==> src/hdl/pirc_div.sv <==
// ----------------------------------------------------------------------------
// pirc_div: pipelined helium fraction divider
// Restoring division, one quotient bit per stage, saturating to one when the
// total mass is zero or not above the helium mass.
// ----------------------------------------------------------------------------
module pirc_div #(
  parameter int unsigned FRAC_BITS = 16,
  parameter int unsigned INT_BITS  = 10
) (
  input  logic                          clk_i,
  input  logic                          rst_ni,
  input  logic                          en_i,
  input  logic                          valid_i,
  input  logic [INT_BITS+FRAC_BITS-1:0] he_i,
  input  logic [INT_BITS+FRAC_BITS-1:0] tot_i,
  input  logic [INT_BITS+FRAC_BITS-1:0] rem_i,
  output logic                          valid_o,
  output logic [FRAC_BITS:0]            frac_o,
  output logic [INT_BITS+FRAC_BITS-1:0] he_o,
  output logic [INT_BITS+FRAC_BITS-1:0] rem_o
);

  localparam int unsigned MB = INT_BITS + FRAC_BITS;
  localparam int unsigned FB = FRAC_BITS;

  logic [MB-1:0] r_q   [FB+1];
  logic [MB-1:0] tot_q [FB+1];
  logic [MB-1:0] he_q  [FB+1];
  logic [MB-1:0] rem_q [FB+1];
  logic [FB-1:0] quo_q [FB+1];
  logic          sat_q [FB+1];
  logic          vld_q [FB+1];

  logic sat_d;
  assign sat_d = (tot_i == '0) || (he_i >= tot_i);

  always_ff @(posedge clk_i or negedge rst_ni) begin
    if (!rst_ni) begin
      vld_q[0] <= 1'b0;
    end else if (en_i) begin
      vld_q[0] <= valid_i;
    end
  end

  always_ff @(posedge clk_i) begin
    if (en_i) begin
      r_q[0]   <= sat_d ? '0 : he_i;
      tot_q[0] <= tot_i;
      he_q[0]  <= he_i;
      rem_q[0] <= rem_i;
      quo_q[0] <= '0;
      sat_q[0] <= sat_d;
    end
  end

  for (genvar i = 0; i < FB; i++) begin : g_step
    logic [MB:0]   r2;
    logic [MB:0]   diff;
    logic          ge;
    assign r2   = {r_q[i], 1'b0};
    assign diff = r2 - {1'b0, tot_q[i]};
    assign ge   = (r2 >= {1'b0, tot_q[i]});

    always_ff @(posedge clk_i or negedge rst_ni) begin
      if (!rst_ni) begin
        vld_q[i+1] <= 1'b0;
      end else if (en_i) begin
        vld_q[i+1] <= vld_q[i];
      end
    end

    always_ff @(posedge clk_i) begin
      if (en_i) begin
        r_q[i+1]   <= ge ? diff[MB-1:0] : r2[MB-1:0];
        tot_q[i+1] <= tot_q[i];
        he_q[i+1]  <= he_q[i];
        rem_q[i+1] <= rem_q[i];
        quo_q[i+1] <= {quo_q[i][FB-2:0], ge};
        sat_q[i+1] <= sat_q[i];
      end
    end
  end

  assign valid_o = vld_q[FB];
  assign frac_o  = sat_q[FB] ? (FB+1)'(1) << FB : {1'b0, quo_q[FB]};
  assign he_o    = he_q[FB];
  assign rem_o   = rem_q[FB];

endmodule

==> config.mk <==
export PLATFORM = sky130hd
export DESIGN_NAME = pirc_div
export DESIGN_NICKNAME = d
export VERILOG_FILES = /design/src/hdl/pirc_div.sv
export SDC_FILE = /design/constraint.sdc
export NUM_CORES = 2
export LEC_CHECK = 0
export BUFFER_PORTS_ARGS = -buffer_cell sky130_fd_sc_hd__buf_2
export CAP_MARGIN = 20
export CORE_UTILIZATION = 40
export DETAILED_ROUTE_END_ITERATION = 10
export PLACE_DENSITY_LB_ADDON = 0.1
export SLEW_MARGIN = 40
export SYNTH_ARGS = -nofsm -noshare
export SYNTH_HDL_FRONTEND = slang
export SYNTH_SLANG_ARGS = --single-unit
==> constraint.sdc <==
create_clock -name clk_i -period 3.35 [get_ports clk_i]
set_input_delay 0.67 -clock clk_i [delete_from_list [all_inputs] [get_ports clk_i]]
set_output_delay 0.67 -clock clk_i [all_outputs]
set_load 0.02 [all_outputs]
==> results.yml <==
clock_network:
  cts_buffer_depth: 3
  cts.sinks: 1886
  cts-htree-levels: 4
  numCtsBuffers: 204
  path_clk_slew_ns: 0.06
  worstSkewPairLatency_ns: 0.84
  cts-root-buf: "clkbuf_16"
  cts_tree: "done"
timing:
  worst_pin_slew_ns: 0.707
  setup_tns_ns: -1.74
  final_hold_viol_count: 0
  finalWorstSetupSlack_ns: -0.0914
  fin_crit_sh: 1.03
  slew_viol_final: 0
  finClkSkew_ns: 0.0735
  rsz0062_at_grt: "yes"
  period_minus_slack_ns: 3.44
  setup_violations: 34
  slew_headroom: 0.529
  max_freq_ghz: 0.291
power:
  leakage_nw: 39.5
  max-vdd-ir-drop_uv: 628
  power_density_nw_per_um2: 877
global_routing:
  overflow: 0
  first_global_vias: 47804
  grt_pass1_wl_um: 263000
  grt_antenna_before_repair: 5
  grt_usage: 0.158
  grt_max_degree: 92
routing:
  wire_per_inst_um: 17.7
  drc_errors: 0
  ant_nets: 0
  viasPerCell: 4.94
  drt-pass1-iter-count: 5
  drtIter0Drc: 2746
  wl_um: 170000
  dr_total_vias: 47428
yosys:
  netlist.area_leader.share: 0.670
  async_flop_share: 0.00901
  yosysSeqAreaShare: 0.675
  synth_edf_count: 1869
  netlist_instances: 5832
  ys_types: 88
  synthesis.nets: 6370
  ys.flop_type: "edfxtp_1"
  synth_area_leaders: "edfxtp_1 67%, ha_1 6.6%, mux2_2 3.6%"
  yosys_warnings: 0
  synth_area_sq_um: 83700
  synth_top_cell_by_area: "edfxtp_1"
  syn_avg_cell_area_sq_um: 14.4
  synth_seq_cells: 1886
setup_path:
  cpLargestDelayFamily: "compound AO/OA/AOI/OAI gates"
  r2r-end: "r_q[0][210]$_DFFE_PP_"
  r2r_cells: 14
  crit_fanout: 7
  reg2reg_slack_ns: -0.09
  worstPathCellList: "inv_2 -> ha_4 -> nor2b_4 -> o31a_1 -> o311ai_2 -> buf_4 -> a21oi_4 -> nor2_4 -> o21ai_4 -> o21a_1 -> a2111oi_4 -> buf_4 -> clkbuf_16 -> mux2_4"
  critPathArrivalTime_ns: 3.96
  path_common_cell: "buf_4"
  startpoint: "tot_q[0][183]$_DFFE_PP_"
  worst-path-buf-inv: 4
  cp-end-kind: "flop"
  max_stage_delay_ns: 0.40
  worst-path-stages: 14
  cp.required_ns: 3.87
  critical_path_class: "reg2reg"
  setup.worst_path.end: "r_q[0][210]$_DFFE_PP_"
  r2r_start: "tot_q[0][183]$_DFFE_PP_"
  start_kind: "flop"
  cp_slowest_cell: "edfxtp_1"
status:
  status: "complete, but fails checks"
  violations: "negative setup slack"
hold_path:
  hp-class: "in2reg"
die:
  die_w_um: 459
  die_area_sq_um: 211000
  start_util: 0.404
  core_sq_um: 207000
  die_h_um: 459
  num_io_pins: 152
  num_rows: 167
placed_design:
  port-buffer-count: 151
  place_area_sq_um: 91400
  dp_hpwl_um: 119000
  pre_cts_ws_ns: -0.255
  gp_congestion: 0.889
cells_and_area:
  fill_cells: 18013
  design_area_sq_um: 100000
  nets: 7182
  areaGrowthSynthToFinish_pct: 19.9
  drive_gt1_frac: 0.203
flow_run:
  cap_violations: 0
logic make-up (layout without fill, tap and decap cells):
family,count (synthesis),in the layout,synth area share
adder cells (fa/ha/maj),456,456,0.0695
AND/OR/NAND/NOR,1003,1003,0.0577
other,0,2,0
AO/OA/AOI/OAI,1269,1269,0.0994
flip-flops,1886,1886,0.675
multiplexers,278,278,0.0372
XOR/XNOR,296,296,0.0310
buffers and inverters,644,1623,0.0298
synthesized netlist by cell type (all sizes together), types with 89 or more instances:
| library cell | n |
|---|---|
| nand2 | 265 |
| a21o | 224 |
| edfxtp | 1869 |
| ha | 441 |
| mux2 | 267 |
| a21oi | 366 |
| nand3 | 89 |
| xor2 | 98 |
| xnor2 | 198 |
| inv | 556 |
| nor2 | 270 |
| o21ai | 247 |
where the power goes:
group | internal, mW | switching [mW]
registers | 31.5 | 2.12
logic | 16.0 | 16.3
clock network | 12.9 | 9.24
cell type report:
type,count,area [sq um],area share
Tap cell,2788,3490,0.0347
Clock buffer,245,5280,0.0526
Multi-Input combinational cell,3302,25800,0.257
Antenna cell,2,5.00,0.0000498
Inverter,556,2090,0.0209
Sequential cell,1886,56500,0.563
Timing Repair Buffer,694,5740,0.0572
Clock inverter,128,1410,0.0141
layer usage:
layer,global-route usage,up-vias,share of wire
li1,-,23544,-
met1,0.201,22908,0.44
met2,0.275,694,0.49
met3,0.0243,282,0.033
met4,0.0500,0,0.030
met5,0,-,0
state kept, by name (all words and copies together), names as in the netlist:
name     count
r_q        416
quo_q      136
sat_q       17
he_q       442
tot_q      416
vld_q       16
rem_q      442
valid_o      1
cell usage in the layout, fill, tap and decap left out, types with 20 or more instances in the layout:
cell,instances
o21bai_1,39
bufinv_16,21
clkbuf_16,212
nand2b_1,44
nor2b_1,62
dlygate4sd3_1,44
nand3_1,87
ha_1,431
buf_12,46
a211oi_1,28
edfxtp_1,1869
o21ai_0,216
nand4_1,45
buf_4,435
clkbuf_1,40
o211ai_1,21
a21oi_1,350
xor2_1,98
and2_1,42
xnor2_1,198
a31oi_1,32
buf_2,150
inv_1,547
mux2_2,202
nand2_1,262
o31ai_1,25
and3_1,29
a21o_1,223
nor2_1,266
clkinv_2,30
clkinv_1,51
o21a_1,56
mux2_4,64
nor3_1,50
o31a_1,20
worst min-delay path by stage:
| stage | from | depth (start not counted) | slack (ns) | endpoint |
|---|---|---|---|---|
| 4_1_cts | tot_i[7] | 1 | 0.005 | tot_q[0][7]$_DFFE_PP_ |
| 3_5_place_dp | he_q[0][94]$_DFFE_PP_ | 0 | 0.40 | he_q[0][120]$_DFFE_PP_ |
| 5_1_grt | tot_i[7] | 1 | 0.03 | tot_q[0][7]$_DFFE_PP_ |
| 3_3_place_gp | rem_q[1][100]$_DFFE_PP_ | 0 | 0.40 | rem_q[1][126]$_DFFE_PP_ |
| 6_report | tot_i[3] | 1 | 0.09 | tot_q[0][3]$_DFFE_PP_ |
| 2_1_floorplan | rst_ni | 0 | 0.37 | valid_o$_DFFE_PN0P_ |
repair_timing:
action | 4_1_cts | 5_1_grt
hold buffers | 44 | 0
buffers inserted | 18 | 42
pin swaps | 34 | 77
gates cloned | 6 | 7
endpoints found under the setup margin | 240 | 318
gates resized for setup | 119 | 163
hold endpoints to repair | 60 | 0
stage by stage:
| stage | util | instances | hold WS, ns | power [mW] |
|---|---|---|---|---|
| finish | 0.484 | 9601 | 0.0855 | 88.0 |
| CTS | 0.478 | 9557 | 0.00523 | 87.7 |
| floorplan | - | 5832 | 0.374 | 54.0 |
| global route | 0.484 | 9600 | 0.0303 | 93.5 |
| detailed placement | 0.440 | 9117 | 0.405 | 63.7 |
| global placement | 0.440 | 9117 | 0.400 | 63.6 |
No activity file was read; power rests on OpenSTA's default activity.
