### src/hdl/pirc_pkg.sv
// ----------------------------------------------------------------------------
// pirc_pkg: shared types and constants for the pair instability correction
// Holds the result type codes, the fit branch codes, the stage control
// struct and the fit coefficients at 2^-24 with their rounding function.
// ----------------------------------------------------------------------------
package pirc_pkg;

  typedef enum logic [1:0] {
    SN_CC  = 2'd0,
    SN_PPI = 2'd1,
    SN_PI  = 2'd2
  } sn_type_e;

  // Which expression supplies the correction factor.
  typedef enum logic [2:0] {
    BR_ONE    = 3'd0,
    BR_ZERO   = 3'd1,
    BR_L_LOW  = 3'd2,
    BR_L_MID  = 3'd3,
    BR_L_HIGH = 3'd4,
    BR_H_LOW  = 3'd5,
    BR_H_MID  = 3'd6,
    BR_H_HIGH = 3'd7
  } branch_e;

  typedef struct packed {
    logic     valid;
    sn_type_e sn_type;
    branch_e  branch;
  } stage_ctl_t;

  // Decimal coefficients rounded to nearest at 2^-24.
  localparam longint unsigned K24_0_67     = 64'd11240735;
  localparam longint unsigned K24_0_1      = 64'd1677722;
  localparam longint unsigned K24_0_5226   = 64'd8767773;
  localparam longint unsigned K24_0_52974  = 64'd8887562;
  localparam longint unsigned K24_0_82916  = 64'd13910996;
  localparam longint unsigned K24_0_103645 = 64'd1738875;
  localparam longint unsigned K24_6_63328  = 64'd111287971;
  localparam longint unsigned K24_0_1381   = 64'd2316934;
  localparam longint unsigned K24_0_1309   = 64'd2196138;

  // Re-rounds a 2^-24 coefficient to nearest at 2^-fb.
  function automatic longint unsigned qc(input longint unsigned k24, input int unsigned fb);
    return ((k24 << fb) + (64'd1 << 23)) >> 24;
  endfunction

endpackage

### src/hdl/pirc_mul.sv
// ----------------------------------------------------------------------------
// pirc_mul: remnant scaling and output register
// Multiplies the remnant by the factor, saturates, applies the minimum
// remnant rule and holds the result for the output channel.
// ----------------------------------------------------------------------------
module pirc_mul #(
  parameter int unsigned FRAC_BITS = 16,
  parameter int unsigned INT_BITS  = 10
) (
  input  logic                          clk_i,
  input  logic                          rst_ni,
  input  logic                          en_i,
  input  logic                          valid_i,
  input  pirc_pkg::sn_type_e            sn_type_i,
  input  logic [FRAC_BITS+1:0]          factor_i,
  input  logic [INT_BITS+FRAC_BITS-1:0] rem_i,
  input  logic [INT_BITS+FRAC_BITS-1:0] min_rem_i,
  output logic                          valid_o,
  output pirc_pkg::sn_type_e            sn_type_o,
  output logic [INT_BITS+FRAC_BITS-1:0] mass_o
);

  localparam int unsigned FB = FRAC_BITS;
  localparam int unsigned MB = INT_BITS + FRAC_BITS;
  localparam logic [FB+1:0] FONE = (FB+2)'(1) << FB;

  logic [MB+FB+1:0]   prod;
  logic               vld_e_q, vld_f_q;
  pirc_pkg::sn_type_e typ_e_q, typ_f_q, typ_d;
  logic [MB+1:0]      p_e_q;
  logic               not_one_e_q;
  logic [MB-1:0]      sat, mass_d, mass_q;

  assign prod = (MB+FB+2)'(rem_i) * (MB+FB+2)'(factor_i);

  always_comb begin
    sat = (p_e_q > (MB+2)'({MB{1'b1}})) ? {MB{1'b1}} : p_e_q[MB-1:0];
    if (not_one_e_q && (sat < min_rem_i)) begin
      mass_d = '0;
      typ_d  = pirc_pkg::SN_PI;
    end else begin
      mass_d = sat;
      typ_d  = typ_e_q;
    end
  end

  always_ff @(posedge clk_i or negedge rst_ni) begin
    if (!rst_ni) begin
      vld_e_q <= 1'b0;
      vld_f_q <= 1'b0;
    end else if (en_i) begin
      vld_e_q <= valid_i;
      vld_f_q <= vld_e_q;
    end
  end

  always_ff @(posedge clk_i) begin
    if (en_i) begin
      p_e_q       <= (MB+2)'(prod >> FB);
      not_one_e_q <= (factor_i != FONE);
      typ_e_q     <= sn_type_i;
      mass_q      <= mass_d;
      typ_f_q     <= typ_d;
    end
  end

  assign valid_o   = vld_f_q;
  assign sn_type_o = typ_f_q;
  assign mass_o    = mass_q;

endmodule

### config.mk
export PLATFORM = sky130hd
export DESIGN_NAME = pirc_mul
export DESIGN_NICKNAME = d
export VERILOG_FILES = /design/src/hdl/pirc_pkg.sv /design/src/hdl/pirc_mul.sv
export SDC_FILE = /design/constraint.sdc
export NUM_CORES = 1
export LEC_CHECK = 0
export BUFFER_PORTS_ARGS = -buffer_cell sky130_fd_sc_hd__buf_2
export CAP_MARGIN = 20
export CORE_UTILIZATION = 55
export CTS_CLUSTER_DIAMETER = 200
export DETAILED_ROUTE_END_ITERATION = 10
export HOLD_SLACK_MARGIN = 0.12
export PLACE_DENSITY = 0.73
export SLEW_MARGIN = 20
export SYNTH_ARGS = -nofsm -noshare
export SYNTH_HDL_FRONTEND = slang
export SYNTH_SLANG_ARGS = --single-unit
### constraint.sdc
create_clock -name clk_i -period 4.1 [get_ports clk_i]
set_input_delay 0.41 -clock clk_i [delete_from_list [all_inputs] [get_ports clk_i]]
set_output_delay 0.41 -clock clk_i [all_outputs]
set_load 0.005 [all_outputs]
==> impl_metrics.env <==
export IMPL_status="finished with violations"
export IMPL_violations="DRC, setup timing"
export IMPL_dp_cells=2515
export IMPL_port_buffers=104
export IMPL_final_setup_viol_count=28
export IMPL_drt_pre_antenna_iters=9
export IMPL_synth_compound_area_frac=0.03961
export IMPL_dpl_hpwl_um=35230
export IMPL_required_ps=4170
export IMPL_fp_dieW_um=179.6
export IMPL_ant_nets=0
export IMPL_grt_pass1_vias=15309
export IMPL_synth_top_flop_cell="edfxtp_1"
export IMPL_finClkSkew_ps=5.782
export IMPL_clockBufferDepth=2
export IMPL_syn2layout_area_growth_pct=23.53
export IMPL_crit_path_start_kind="input pin"
export IMPL_fin_nets=2761
export IMPL_post_place_ws_ps=-2256
export IMPL_fin_cells=2563
export IMPL_yosysTopAreaCellShare=0.4410
export IMPL_yosys_area_share_adder=0.5420
export IMPL_tightest_slew_ps=822.5
export IMPL_synth_mux_area_frac=0.001299
export IMPL_row_count=64
export IMPL_via_per_inst=5.272
export IMPL_clk_latency_ps=320
export IMPL_worst_slack_ps=-1654
export IMPL_fmax_mhz=173.8
export IMPL_multi_input_area_sq_mm=0.01400
export IMPL_hold_violations=0
export IMPL_ff_latch_area_sq_mm=0.001822
export IMPL_reg2reg_depth=13
export IMPL_grt_max_degree=37
export IMPL_overflow=0
export IMPL_dieArea_sq_mm=0.03224
export IMPL_yosysUniqueCellTypes=54
export IMPL_antennaDiodeCount=0
export IMPL_final_setup_tns_ps=-40640
export IMPL_dr_total_vias=13511
export IMPL_ys_seq_area_frac=0.1051
export IMPL_yosysMostFrequentCell="inv_1"
export IMPL_wl_um=43170
export IMPL_wl_per_cell_um=16.84
export IMPL_finalCriticalPeriod_ps=5754
export IMPL_slew_headroom=0.4517
export IMPL_slew_violations=0
export IMPL_syn_avg_cell_area_sq_um=9.050
export IMPL_cp_arrival_ps=5830
export IMPL_drc_errors=1
export IMPL_grt_pass1_wl_um=72110
export IMPL_initial_utilization=0.5625
export IMPL_yosys_warnings=0
export IMPL_synth_async_sr_flop_share=0.03279
export IMPL_fill_cells=2243
export IMPL_ys_ff_latch=61
export IMPL_period_share=1.403
export IMPL_cts_tree="built"
export IMPL_drive_above_1_share=0.2386
export IMPL_crit_fanout=8
export IMPL_core_sq_mm=0.03083
export IMPL_first_iter_violations=799
export IMPL_hold_path_depth=1
export IMPL_htree_levels=3
export IMPL_synth_cells=1916
export IMPL_synthTopCellsByCount="513 x inv_1, 382 x fa_1, 302 x nand2_1"
export IMPL_rsz0062_at_grt="true"
export IMPL_place_gp_congestion=0.9874
export IMPL_endpoint_kind="register"
export IMPL_synth_simple_area_share=0.1645
export IMPL_ys_top_cells_by_area="fa_1 44%, inv_1 11%, edfxtp_1 10%"
export IMPL_antenna_found_initial=0
export IMPL_yosysTopAreaCell="fa_1"
export IMPL_synth_top_family_by_area="adder cells"
export IMPL_grt_usage=0.2807
export IMPL_syn_nets=2514
export IMPL_clk_pin_slew_ps=50
export IMPL_maxCapViolCount=0
export IMPL_synth_edf_count=59
export IMPL_crit_type="input pin to register"
export IMPL_netlist_area_sq_mm=0.01734
export IMPL_numClockSinks=61
export IMPL_fp_dieH_um=179.6
export IMPL_synth_xor_area_frac=0.01566
export IMPL_cts_buffers=9
export IMPL_io_pin_count=105
export IMPL_hp_class="input pin to register"
export IMPL_cts_root_buffer="clkbuf_16"
==> metal layers <==
metal,track usage,wire (um)
met5,0,0
met4,0.08690,1444
met2,0.5345,23200
met1,0.3272,16340
met3,0.03525,2186
==> worst paths after layout <==
path | start | endpoint | slack, ps
setup / recovery | factor_i[17] | p_e_q[23] | -1650
min in group asynchronous | rst_ni | valid_o | 420
setup reg to reg | p_e_q[27] | mass_o[10] | 490
hold reg to reg | typ_e_q[1] | sn_type_o[1] | 510
max in group asynchronous | rst_ni | vld_e_q | 3590
hold / removal | sn_type_i[0] | typ_e_q[0] | 260
==> worst max-delay path, cell delays in order <==
cell,delay (ps)
buf_12,120
buf_6,130
buf_4,130
and2_1,140
fa_2,530
fa_1,420
fa_1,560
fa_2,470
fa_1,510
inv_1,50
fa_1,470
inv_1,40
ha_1,210
a21oi_4,180
o21bai_4,90
nor4b_4,140
o41a_1,430
buf_4,170
nor3_4,170
o221ai_2,150
buf_4,150
xor2_1,130
==> final cells by class <==
type                       count  area share
clock inverter                 5    0.002453
tap                          396     0.02313
timing repair buffer         330      0.1350
sequential                    61     0.08505
multi-input combinational   1248      0.6537
inverter                     513     0.08990
clock buffer                  10     0.01069
==> kinds of logic after synthesis <==
family | Yosys count
buf+inv | 607
compound gates | 98
mux | 2
flops | 61
simple gates | 595
xor+xnor | 31
fa+ha+maj | 522
==> placed cells by master (no fill, tap or decap), types with 24 or more instances in the layout <==
cell type,count
edfxtp_1,59
and2_4,24
fa_1,359
nor2_1,59
nand2_1,278
buf_4,181
buf_2,66
inv_2,25
ha_1,121
inv_1,488
buf_6,48
and2_1,160
==> what timing repair did <==
action | in CTS | in global routing
hold buffers | 1 | 0
endpoints found under the hold margin | 2 | 0
setup buffers | 26 | 12
gates cloned | 2 | 2
resized for setup | 187 | 101
setup endpoints to repair | 28 | 28
pin swaps | 81 | 60
==> state kept, by name, indices dropped and copies added, names as in the netlist <==
register     count
typ_e_q          2
mass_o          26
valid_o          1
p_e_q           28
not_one_e_q      1
sn_type_o        2
vld_e_q          1
==> through the flow <==
stage	util	hold WS [ps]	area [sq um]
after floorplan	-	114.4	18190
after global placement	0.6406	194.0	19750
after global routing	0.6948	249.4	21420
after detailed placement	0.6406	195.1	19750
after CTS	0.6806	253.5	20980
final	0.6948	262.2	21420
Power is left out: the tool's default activity adds up to more than one toggle a clock period on the data nets, which glitch-free logic cannot reach.
